## config.mk

```make
export PLATFORM = sky130hd
export DESIGN_NAME = job_dispatch_scheduler
export DESIGN_NICKNAME = d
export VERILOG_FILES = /design/src/sv/jds_pkg.sv /design/src/sv/job_dispatch_scheduler.sv
export SDC_FILE = /design/constraint.sdc
export NUM_CORES = 2
export LEC_CHECK = 0
export ABC_AREA = 0
export BUFFER_PORTS_ARGS = -buffer_cell sky130_fd_sc_hd__clkbuf_2
export CAP_MARGIN = 5
export CELL_PAD_IN_SITES_DETAIL_PLACEMENT = 0
export CELL_PAD_IN_SITES_GLOBAL_PLACEMENT = 2
export CORE_MARGIN = 2
export CORE_UTILIZATION = 48
export CTS_CLUSTER_SIZE = 10
export DETAILED_ROUTE_END_ITERATION = 8
export PLACE_DENSITY = 0.88
export SYNTH_ARGS = -nofsm -noshare
export SYNTH_HDL_FRONTEND = slang
export SYNTH_SLANG_ARGS = --single-unit
```

## constraint.sdc

```tcl
create_clock -name aclk -period 7.6 [get_ports aclk]
set_input_delay 0.38 -clock aclk [delete_from_list [all_inputs] [get_ports aclk]]
set_output_delay 0.38 -clock aclk [all_outputs]
set_load 0.005 [all_outputs]
```

## src/sv/jds_pkg.sv

```systemverilog
// Shared types, codes and beat layouts for the job dispatch scheduler.
package jds_pkg;

    typedef logic [31:0] word_t;
    typedef logic [1:0]  code_t;

    localparam code_t OP_SUBMIT   = 2'd0;
    localparam code_t OP_DISPATCH = 2'd1;
    localparam code_t OP_COMPLETE = 2'd2;

    localparam code_t JS_WAITING  = 2'd0;
    localparam code_t JS_PRINTING = 2'd1;
    localparam code_t JS_DONE     = 2'd2;
    localparam code_t JS_FAILED   = 2'd3;

    localparam code_t RC_OK     = 2'd0;
    localparam code_t RC_FULL   = 2'd1;
    localparam code_t RC_EMPTY  = 2'd2;
    localparam code_t RC_BADJOB = 2'd3;

    localparam code_t POL_FIFO = 2'd0;
    localparam code_t POL_SJF  = 2'd1;

    localparam logic CFG_POLICY    = 1'b0;
    localparam logic CFG_THRESHOLD = 1'b1;

    localparam int CFG_IDX_W  = 1;
    localparam int CFG_DATA_W = 32;
    localparam int ID_W       = 4;

    localparam int S_TDATA_W = 72;
    localparam int M_TDATA_W = 40;
    localparam int M_USED_W  = 38;

    localparam logic [31:0] AGING_RESET = 32'd50;

endpackage

```

## src/sv/job_dispatch_scheduler.sv

```systemverilog
// Job table with FIFO, shortest-job-first and aged dispatch over a shared scan comparator.
// Path from accept to m_tvalid: submit or unknown op go straight to RESULT, complete via
// CHECK and RESULT, dispatch via SCAN (one table entry per cycle), DRAIN, PICK and RESULT,
// or straight to RESULT if nothing waits; m_tvalid is registered as RESULT is left.
// One beat at a time: the next is accepted after the result loads; RESULT waits out stalls.
// Reset: synchronous, active low; clears counters, policy, threshold (50) and m_tvalid.
module job_dispatch_scheduler #(
    parameter int TABLE_DEPTH = 16
) (
    input  logic                              aclk,
    input  logic                              aresetn,
    input  logic                              s_tvalid,
    output logic                              s_tready,
    // op[1:0], size[33:2], target_job[37:34], failed[38], now[70:39]
    input  logic [jds_pkg::S_TDATA_W-1:0]     s_tdata,
    output logic                              m_tvalid,
    input  logic                              m_tready,
    // result_code[1:0], job_id[5:2], chosen_size[37:6]
    output logic [jds_pkg::M_TDATA_W-1:0]     m_tdata,
    input  logic                              cfg_we,
    input  logic [jds_pkg::CFG_IDX_W-1:0]     cfg_index,
    input  logic [jds_pkg::CFG_DATA_W-1:0]    cfg_wdata
);

    localparam int AW = $clog2(TABLE_DEPTH);
    localparam int UW = AW + 1;
    localparam int CW = (UW > jds_pkg::ID_W) ? UW : jds_pkg::ID_W;

    localparam logic [2:0] FSM_IDLE   = 3'd0;
    localparam logic [2:0] FSM_CHECK  = 3'd1;
    localparam logic [2:0] FSM_SCAN   = 3'd2;
    localparam logic [2:0] FSM_DRAIN  = 3'd3;
    localparam logic [2:0] FSM_PICK   = 3'd4;
    localparam logic [2:0] FSM_RESULT = 3'd5;

    logic [2:0]           fsm_reg, fsm_next;
    logic [1:0]           policy_reg;
    jds_pkg::word_t       thr_reg;
    logic [UW-1:0]        used_reg, used_next;
    logic [UW-1:0]        wait_reg, wait_next;
    logic [AW-1:0]        scan_reg, scan_next;

    jds_pkg::code_t       state_mem [TABLE_DEPTH];
    jds_pkg::word_t       size_mem  [TABLE_DEPTH];
    jds_pkg::word_t       arr_mem   [TABLE_DEPTH];

    jds_pkg::code_t       rd_state_reg;
    jds_pkg::word_t       rd_size_reg;
    jds_pkg::word_t       rd_arr_reg;
    logic [AW-1:0]        rd_addr;

    logic                 eval_reg;
    logic [AW-1:0]        eval_idx_reg;

    logic                 first_found_reg, best_found_reg, aged_found_reg;
    logic [AW-1:0]        first_idx_reg, best_idx_reg, aged_idx_reg;
    jds_pkg::word_t       first_size_reg, best_size_reg, aged_size_reg;

    jds_pkg::word_t       now_reg;
    logic [jds_pkg::ID_W-1:0] target_reg;
    logic                 failed_reg;

    jds_pkg::code_t       res_code_reg, res_code_next;
    logic [jds_pkg::ID_W-1:0] res_id_reg, res_id_next;
    jds_pkg::word_t       res_size_reg, res_size_next;

    logic                 m_tvalid_reg;
    logic [jds_pkg::M_TDATA_W-1:0] m_tdata_reg;

    logic                 s_acc, out_free;
    logic                 st_we, job_we;
    logic [AW-1:0]        st_waddr;
    jds_pkg::code_t       st_wdata;

    logic                 pick_found;
    logic [AW-1:0]        pick_idx;
    jds_pkg::word_t       pick_size;
    logic                 rd_wait, size_less, age_over;
    jds_pkg::word_t       age;

    jds_pkg::code_t           in_op;
    jds_pkg::word_t           in_size;
    logic [jds_pkg::ID_W-1:0] in_target;
    logic                     in_failed;
    jds_pkg::word_t           in_now;

    assign in_op     = s_tdata[1:0];
    assign in_size   = s_tdata[33:2];
    assign in_target = s_tdata[37:34];
    assign in_failed = s_tdata[38];
    assign in_now    = s_tdata[70:39];

    assign s_tready = (fsm_reg == FSM_IDLE);
    assign s_acc    = s_tvalid && s_tready;
    assign out_free = !m_tvalid_reg || m_tready;
    assign m_tvalid = m_tvalid_reg;
    assign m_tdata  = m_tdata_reg;

    assign rd_addr   = (fsm_reg == FSM_SCAN) ? scan_reg : AW'(in_target);
    assign rd_wait   = (rd_state_reg == jds_pkg::JS_WAITING);
    assign size_less = (rd_size_reg < best_size_reg);
    assign age       = now_reg - rd_arr_reg;
    assign age_over  = (age > thr_reg);

    always_comb begin
        case (policy_reg)
            jds_pkg::POL_FIFO: begin
                pick_found = first_found_reg;
                pick_idx   = first_idx_reg;
                pick_size  = first_size_reg;
            end
            jds_pkg::POL_SJF: begin
                pick_found = best_found_reg;
                pick_idx   = best_idx_reg;
                pick_size  = best_size_reg;
            end
            default: begin
                if (aged_found_reg) begin
                    pick_found = 1'b1;
                    pick_idx   = aged_idx_reg;
                    pick_size  = aged_size_reg;
                end else begin
                    pick_found = best_found_reg;
                    pick_idx   = best_idx_reg;
                    pick_size  = best_size_reg;
                end
            end
        endcase
    end

    always_comb begin
        fsm_next      = fsm_reg;
        used_next     = used_reg;
        wait_next     = wait_reg;
        scan_next     = scan_reg;
        res_code_next = res_code_reg;
        res_id_next   = res_id_reg;
        res_size_next = res_size_reg;
        st_we         = 1'b0;
        job_we        = 1'b0;
        st_waddr      = AW'(used_reg);
        st_wdata      = jds_pkg::JS_WAITING;
        unique case (fsm_reg)
            FSM_IDLE: begin
                if (s_acc) begin
                    res_code_next = jds_pkg::RC_BADJOB;
                    res_id_next   = '0;
                    res_size_next = '0;
                    fsm_next      = FSM_RESULT;
                    case (in_op)
                        jds_pkg::OP_SUBMIT: begin
                            if (used_reg == UW'(TABLE_DEPTH)) begin
                                res_code_next = jds_pkg::RC_FULL;
                            end else begin
                                st_we         = 1'b1;
                                job_we        = 1'b1;
                                used_next     = used_reg + UW'(1);
                                wait_next     = wait_reg + UW'(1);
                                res_code_next = jds_pkg::RC_OK;
                                res_id_next   = jds_pkg::ID_W'(used_reg);
                            end
                        end
                        jds_pkg::OP_DISPATCH: begin
                            if (wait_reg == '0) begin
                                res_code_next = jds_pkg::RC_EMPTY;
                            end else begin
                                scan_next = '0;
                                fsm_next  = FSM_SCAN;
                            end
                        end
                        jds_pkg::OP_COMPLETE: begin
                            fsm_next = FSM_CHECK;
                        end
                        default: begin
                            fsm_next = FSM_RESULT;
                        end
                    endcase
                end
            end
            FSM_CHECK: begin
                res_id_next   = target_reg;
                res_size_next = '0;
                res_code_next = jds_pkg::RC_BADJOB;
                if ((CW'(target_reg) < CW'(used_reg)) &&
                    (rd_state_reg == jds_pkg::JS_PRINTING)) begin
                    st_we         = 1'b1;
                    st_waddr      = AW'(target_reg);
                    st_wdata      = failed_reg ? jds_pkg::JS_FAILED : jds_pkg::JS_DONE;
                    res_code_next = jds_pkg::RC_OK;
                end
                fsm_next = FSM_RESULT;
            end
            FSM_SCAN: begin
                if (({1'b0, scan_reg} + UW'(1)) >= used_reg) begin
                    fsm_next = FSM_DRAIN;
                end else begin
                    scan_next = scan_reg + AW'(1);
                end
            end
            FSM_DRAIN: begin
                fsm_next = FSM_PICK;
            end
            FSM_PICK: begin
                if (pick_found) begin
                    st_we         = 1'b1;
                    st_waddr      = pick_idx;
                    st_wdata      = jds_pkg::JS_PRINTING;
                    wait_next     = wait_reg - UW'(1);
                    res_code_next = jds_pkg::RC_OK;
                    res_id_next   = jds_pkg::ID_W'(pick_idx);
                    res_size_next = pick_size;
                end else begin
                    res_code_next = jds_pkg::RC_EMPTY;
                    res_id_next   = '0;
                    res_size_next = '0;
                end
                fsm_next = FSM_RESULT;
            end
            FSM_RESULT: begin
                if (out_free) begin
                    fsm_next = FSM_IDLE;
                end
            end
            default: begin
                fsm_next = FSM_IDLE;
            end
        endcase
    end

    always_ff @(posedge aclk) begin
        if (!aresetn) begin
            fsm_reg    <= FSM_IDLE;
            used_reg   <= '0;
            wait_reg   <= '0;
            scan_reg   <= '0;
            policy_reg <= jds_pkg::POL_FIFO;
            thr_reg    <= jds_pkg::AGING_RESET;
            eval_reg   <= 1'b0;
        end else begin
            fsm_reg  <= fsm_next;
            used_reg <= used_next;
            wait_reg <= wait_next;
            scan_reg <= scan_next;
            eval_reg <= (fsm_reg == FSM_SCAN);
            if (cfg_we) begin
                unique case (cfg_index)
                    jds_pkg::CFG_POLICY:    policy_reg <= cfg_wdata[1:0];
                    jds_pkg::CFG_THRESHOLD: thr_reg    <= cfg_wdata;
                    default: ;
                endcase
            end
        end
    end

    always_ff @(posedge aclk) begin
        if (st_we) begin
            state_mem[st_waddr] <= st_wdata;
        end
        if (job_we) begin
            size_mem[st_waddr] <= in_size;
            arr_mem[st_waddr]  <= in_now;
        end
        rd_state_reg <= state_mem[rd_addr];
        rd_size_reg  <= size_mem[rd_addr];
        rd_arr_reg   <= arr_mem[rd_addr];
        eval_idx_reg <= scan_reg;
    end

    always_ff @(posedge aclk) begin
        if (!aresetn) begin
            first_found_reg <= 1'b0;
            best_found_reg  <= 1'b0;
            aged_found_reg  <= 1'b0;
        end else if (s_acc) begin
            first_found_reg <= 1'b0;
            best_found_reg  <= 1'b0;
            aged_found_reg  <= 1'b0;
        end else if (eval_reg && rd_wait) begin
            if (!first_found_reg) begin
                first_found_reg <= 1'b1;
            end
            if (!best_found_reg || size_less) begin
                best_found_reg <= 1'b1;
            end
            if (!aged_found_reg && age_over) begin
                aged_found_reg <= 1'b1;
            end
        end
    end

    always_ff @(posedge aclk) begin
        if (s_acc) begin
            now_reg    <= in_now;
            target_reg <= in_target;
            failed_reg <= in_failed;
        end
        if (eval_reg && rd_wait) begin
            if (!first_found_reg) begin
                first_idx_reg  <= eval_idx_reg;
                first_size_reg <= rd_size_reg;
            end
            if (!best_found_reg || size_less) begin
                best_idx_reg  <= eval_idx_reg;
                best_size_reg <= rd_size_reg;
            end
            if (!aged_found_reg && age_over) begin
                aged_idx_reg  <= eval_idx_reg;
                aged_size_reg <= rd_size_reg;
            end
        end
        res_code_reg <= res_code_next;
        res_id_reg   <= res_id_next;
        res_size_reg <= res_size_next;
    end

    always_ff @(posedge aclk) begin
        if (!aresetn) begin
            m_tvalid_reg <= 1'b0;
        end else if ((fsm_reg == FSM_RESULT) && out_free) begin
            m_tvalid_reg <= 1'b1;
        end else if (m_tready) begin
            m_tvalid_reg <= 1'b0;
        end
    end

    always_ff @(posedge aclk) begin
        if ((fsm_reg == FSM_RESULT) && out_free) begin
            m_tdata_reg <= {{(jds_pkg::M_TDATA_W - jds_pkg::M_USED_W){1'b0}},
                            res_size_reg, res_id_reg, res_code_reg};
        end
    end

endmodule

```

==> impl_metrics.py <==
metrics = {
    "setup_path": {
        "r2r-start": "now_reg[1]",
        "path_cells": "ha_1 -> nor2b_1 -> o31ai_1 -> o21ai_0 -> o31ai_1 -> a21oi_1 -> nor3_1 -> xnor2_1 -> ha_1 -> nand2_1 -> nor4_1 -> a22oi_1 -> a31oi_1 -> a21o_1 -> a31oi_1 -> nor3_2 -> buf_4",
        "cp_max_fo": 36,
        "slowest_delay_ps": 850,
        "r2r_slack_ps": 2100,
        "r2r_end": "aged_size_reg[8]",
        "path_class": "reg2reg",
        "slowest_stage": "o31ai_1",
        "setup.worst_path.start_class": "register",
        "critPathLaunch": "now_reg[1]",
        "ff2ff_path_depth": 17,
        "endpoint": "aged_size_reg[8]",
        "arrival_ps": 5890,
        "end_kind": "register",
        "worstPathRequired_ps": 7990,
    },
    "pwr": {
        "cell_internal_pwr_uw": 13200,
        "seqPwrFrac_pct": 51.1,
        "pwr-share-comb_pct": 8.2,
        "leakage_uw": 0.0212,
        "powerDensity_mw_per_mm2": 266,
        "clockPowerShare_pct": 40.7,
        "p_switching_uw": 3840,
        "ir_drop_mv": 0.191,
        "switching_share_pct": 22.6,
    },
    "floorplan": {
        "die_y_um": 346,
        "die_w_um": 346,
        "start_util_pct": 48.3,
        "die_area_sq_mm": 0.119,
        "ios": 152,
        "rows": 125,
        "core-area_sq_mm": 0.116,
    },
    "worst_hold_path": {
        "min_path_type": "in2reg",
    },
    "global_routing": {
        "antenna_found_initial": 20,
        "first_global_vias": 29300,
        "gr-usage-all-layers_pct": 20.6,
        "grt_pass1_wl_mm": 184,
        "grt_start_max_net_pins": 149,
        "grt_overflow_total": 0,
    },
    "sta": {
        "maxSlewViolCount": 0,
        "min_period_ps": 5500,
        "slew-limit-headroom_pct": 23.5,
        "skew_ps": 17.5,
        "fmaxAchievable_mhz": 182,
        "setup_tns_ps": 0,
        "setup_viol": 0,
        "rsz0062_at_grt": "no",
        "tightest_slew_ps": 1140,
        "hold_viol": 0,
        "fin_crit_sh_pct": 72.3,
    },
    "clock_tree": {
        "clockRootBuffer": "clkbuf_16",
        "postCtsSetupRepairBufs": 0,
        "clockBufferDepth": 3,
        "hold_buffers": 67,
        "cts_made_buffers": 161,
        "clkTransAtPathRegs_ps": 50,
        "cts_tree": "built",
        "cts_sinks": 1403,
        "clk_latency_ps": 770,
        "cts_resized": 0,
        "h-tree-depth": 4,
    },
    "route": {
        "avgViaCountPerCell": 5.77,
        "drt_iter0_drc": 2955,
        "route.met3.wl_mm": 9.20,
        "drt_first_pass_iters": 7,
        "top_layer": "met5",
        "routed_wl_mm": 122,
        "wire_per_inst_um": 24.3,
        "num_vias": 29000,
        "wl_met2_mm": 58.0,
        "ant_nets": 0,
        "wl_met1_mm": 52.6,
        "drc": 0,
    },
    "synth": {
        "ys_seq_elements": 1403,
        "synth.distinct_cells": 82,
        "netlist_instances": 3117,
        "yosysSeqAreaShare_pct": 73.0,
        "synth_edf_count": 1277,
        "ys_warn_count": 0,
        "netlist_area_sq_mm": 0.0560,
        "ys_async_sr_fraction_pct": 0,
        "syn_area_per_cell_sq_um": 18.0,
        "synthFlopType": "edfxtp_1",
    },
    "final_layout": {
        "fin_area_sq_mm": 0.0639,
        "area_growth_pct": 14.1,
        "nets": 3615,
        "drive_above_1_share_pct": 20.0,
        "fill_cells": 8733,
    },
    "outcome": {
        "status": "complete, no violations",
    },
    "placement": {
        "dp.final_hpwl_mm": 66.6,
        "dpl_cell_area_sq_mm": 0.0585,
        "io_buffer_count": 148,
        "gp_congestion": 0.810,
    },
    "run": {
        "max-cap-violations": 0,
    },
}
cell usage in the layout, fill, tap and decap left out, drive strengths merged, types with 67 or more instances in the layout:
| cell | n |
|---|---|
| clkbuf | 391 |
| nor2 | 91 |
| nand2 | 246 |
| mux4 | 264 |
| dlygate4sd3 | 67 |
| a31oi | 75 |
| and2 | 70 |
| a21oi | 77 |
| inv | 133 |
| a211oi | 156 |
| dfxtp | 126 |
| edfxtp | 1277 |
| ha | 112 |
synthesized netlist by cell type, drive strengths merged, types with 3 or more instances:
master | instances | area [sq um]
o31ai | 8 | 60.1
a21o | 24 | 180
nand4 | 12 | 75.1
nand2b | 13 | 83.8
mux4 | 264 | 5950
a31oi | 75 | 475
o21ai | 40 | 204
nand3 | 19 | 105
o211ai | 14 | 105
and3 | 5 | 31.3
nor4 | 4 | 25.0
nor2 | 91 | 354
nand2 | 246 | 928
a221o | 6 | 61.3
ha | 112 | 1400
clkbuf | 62 | 233
a211oi | 156 | 1190
nor3 | 14 | 81.3
a21oi | 77 | 389
xnor2 | 28 | 245
inv | 126 | 473
and2 | 70 | 438
or2 | 3 | 21.3
a211o | 4 | 35.0
xor2 | 10 | 87.6
buf | 86 | 661
dfxtp | 126 | 2520
nor2b | 44 | 275
edfxtp | 1277 | 38300
mux2i | 47 | 474
a221oi | 4 | 65.1
o21a | 10 | 75.1
or3 | 4 | 25.0
per-layer routing:
layer / track usage (%) / up-vias
li1: - / 12900
met2: 32.6 / 1079
met5: 0 / -
met1: 29.2 / 14800
met4: 6.39 / 12
met3: 3.93 / 188
worst max-delay path, delay by kind of cell (launching register included):
kind | cells | cell delay (ps)
xor+xnor | 1 | 120
fa+ha+maj | 2 | 590
simple gates | 5 | 1060
flops | 1 | 410
compound gates | 8 | 2400
buf+inv | 1 | 500
power groups by stage:
stage	clock network (uW)	registers [uW]	logic [uW]
2_1_floorplan	0	8830	947
3_3_place_gp	0	8850	1370
3_5_place_dp	0	8850	1380
4_1_cts	7050	8700	1410
5_1_grt	7340	8710	1560
6_report	6920	8700	1400
cell type report:
class                      count  area (sq um)  area share, %
timing repair buffer         258          1960           3.07
multi-input combinational   1441         14000           21.9
clock buffer                 243          4370           6.83
clock inverter                24           315          0.493
antenna                       10          25.0         0.0391
tap                         1524          1910           2.98
inverter                     126           473          0.740
sequential                  1403         40900           63.9
cell families (layout without fill, tap and decap cells):
logic type	Yosys count	count (layout)	synth area share, %
xor gates and xnor gates	38	38	0.594
muxes	313	313	11.5
and+or+nand+nor	536	536	4.53
buffers and inverters	274	651	2.44
adders and majority gates	114	114	2.57
DFF	1403	1403	73.0
other	1	12	0.00669
AOI/OAI and AO/OA	438	438	5.40
metrics by stage:
step	utilization (%)	cells	hold WS [ps]	total power [uW]	setup slack, ps
2_1_floorplan	-	3118	379	9770	1160
3_5_place_dp	50.5	4685	405	10200	2120
5_1_grt	55.2	5028	36.9	17600	1710
3_3_place_gp	50.5	4685	402	10200	2080
4_1_cts	55.1	5019	0.131	17200	2070
6_report	55.2	5029	36.2	17000	2100
worst min-delay path by stage:
stage,slack [ps],depth (start not counted),start,to
2_1_floorplan,380,0,scan_reg[1],eval_idx_reg[1]
3_3_place_gp,400,0,res_id_reg[2],m_tdata[4]
3_5_place_dp,400,0,res_size_reg[12],m_tdata[18]
4_1_cts,0.1,1,s_tdata[5],size_mem[9][3]
5_1_grt,40,1,s_tdata[27],size_mem[15][25]
6_report,40,1,s_tdata[13],size_mem[7][11]
No activity file was read; power rests on OpenSTA's default activity.
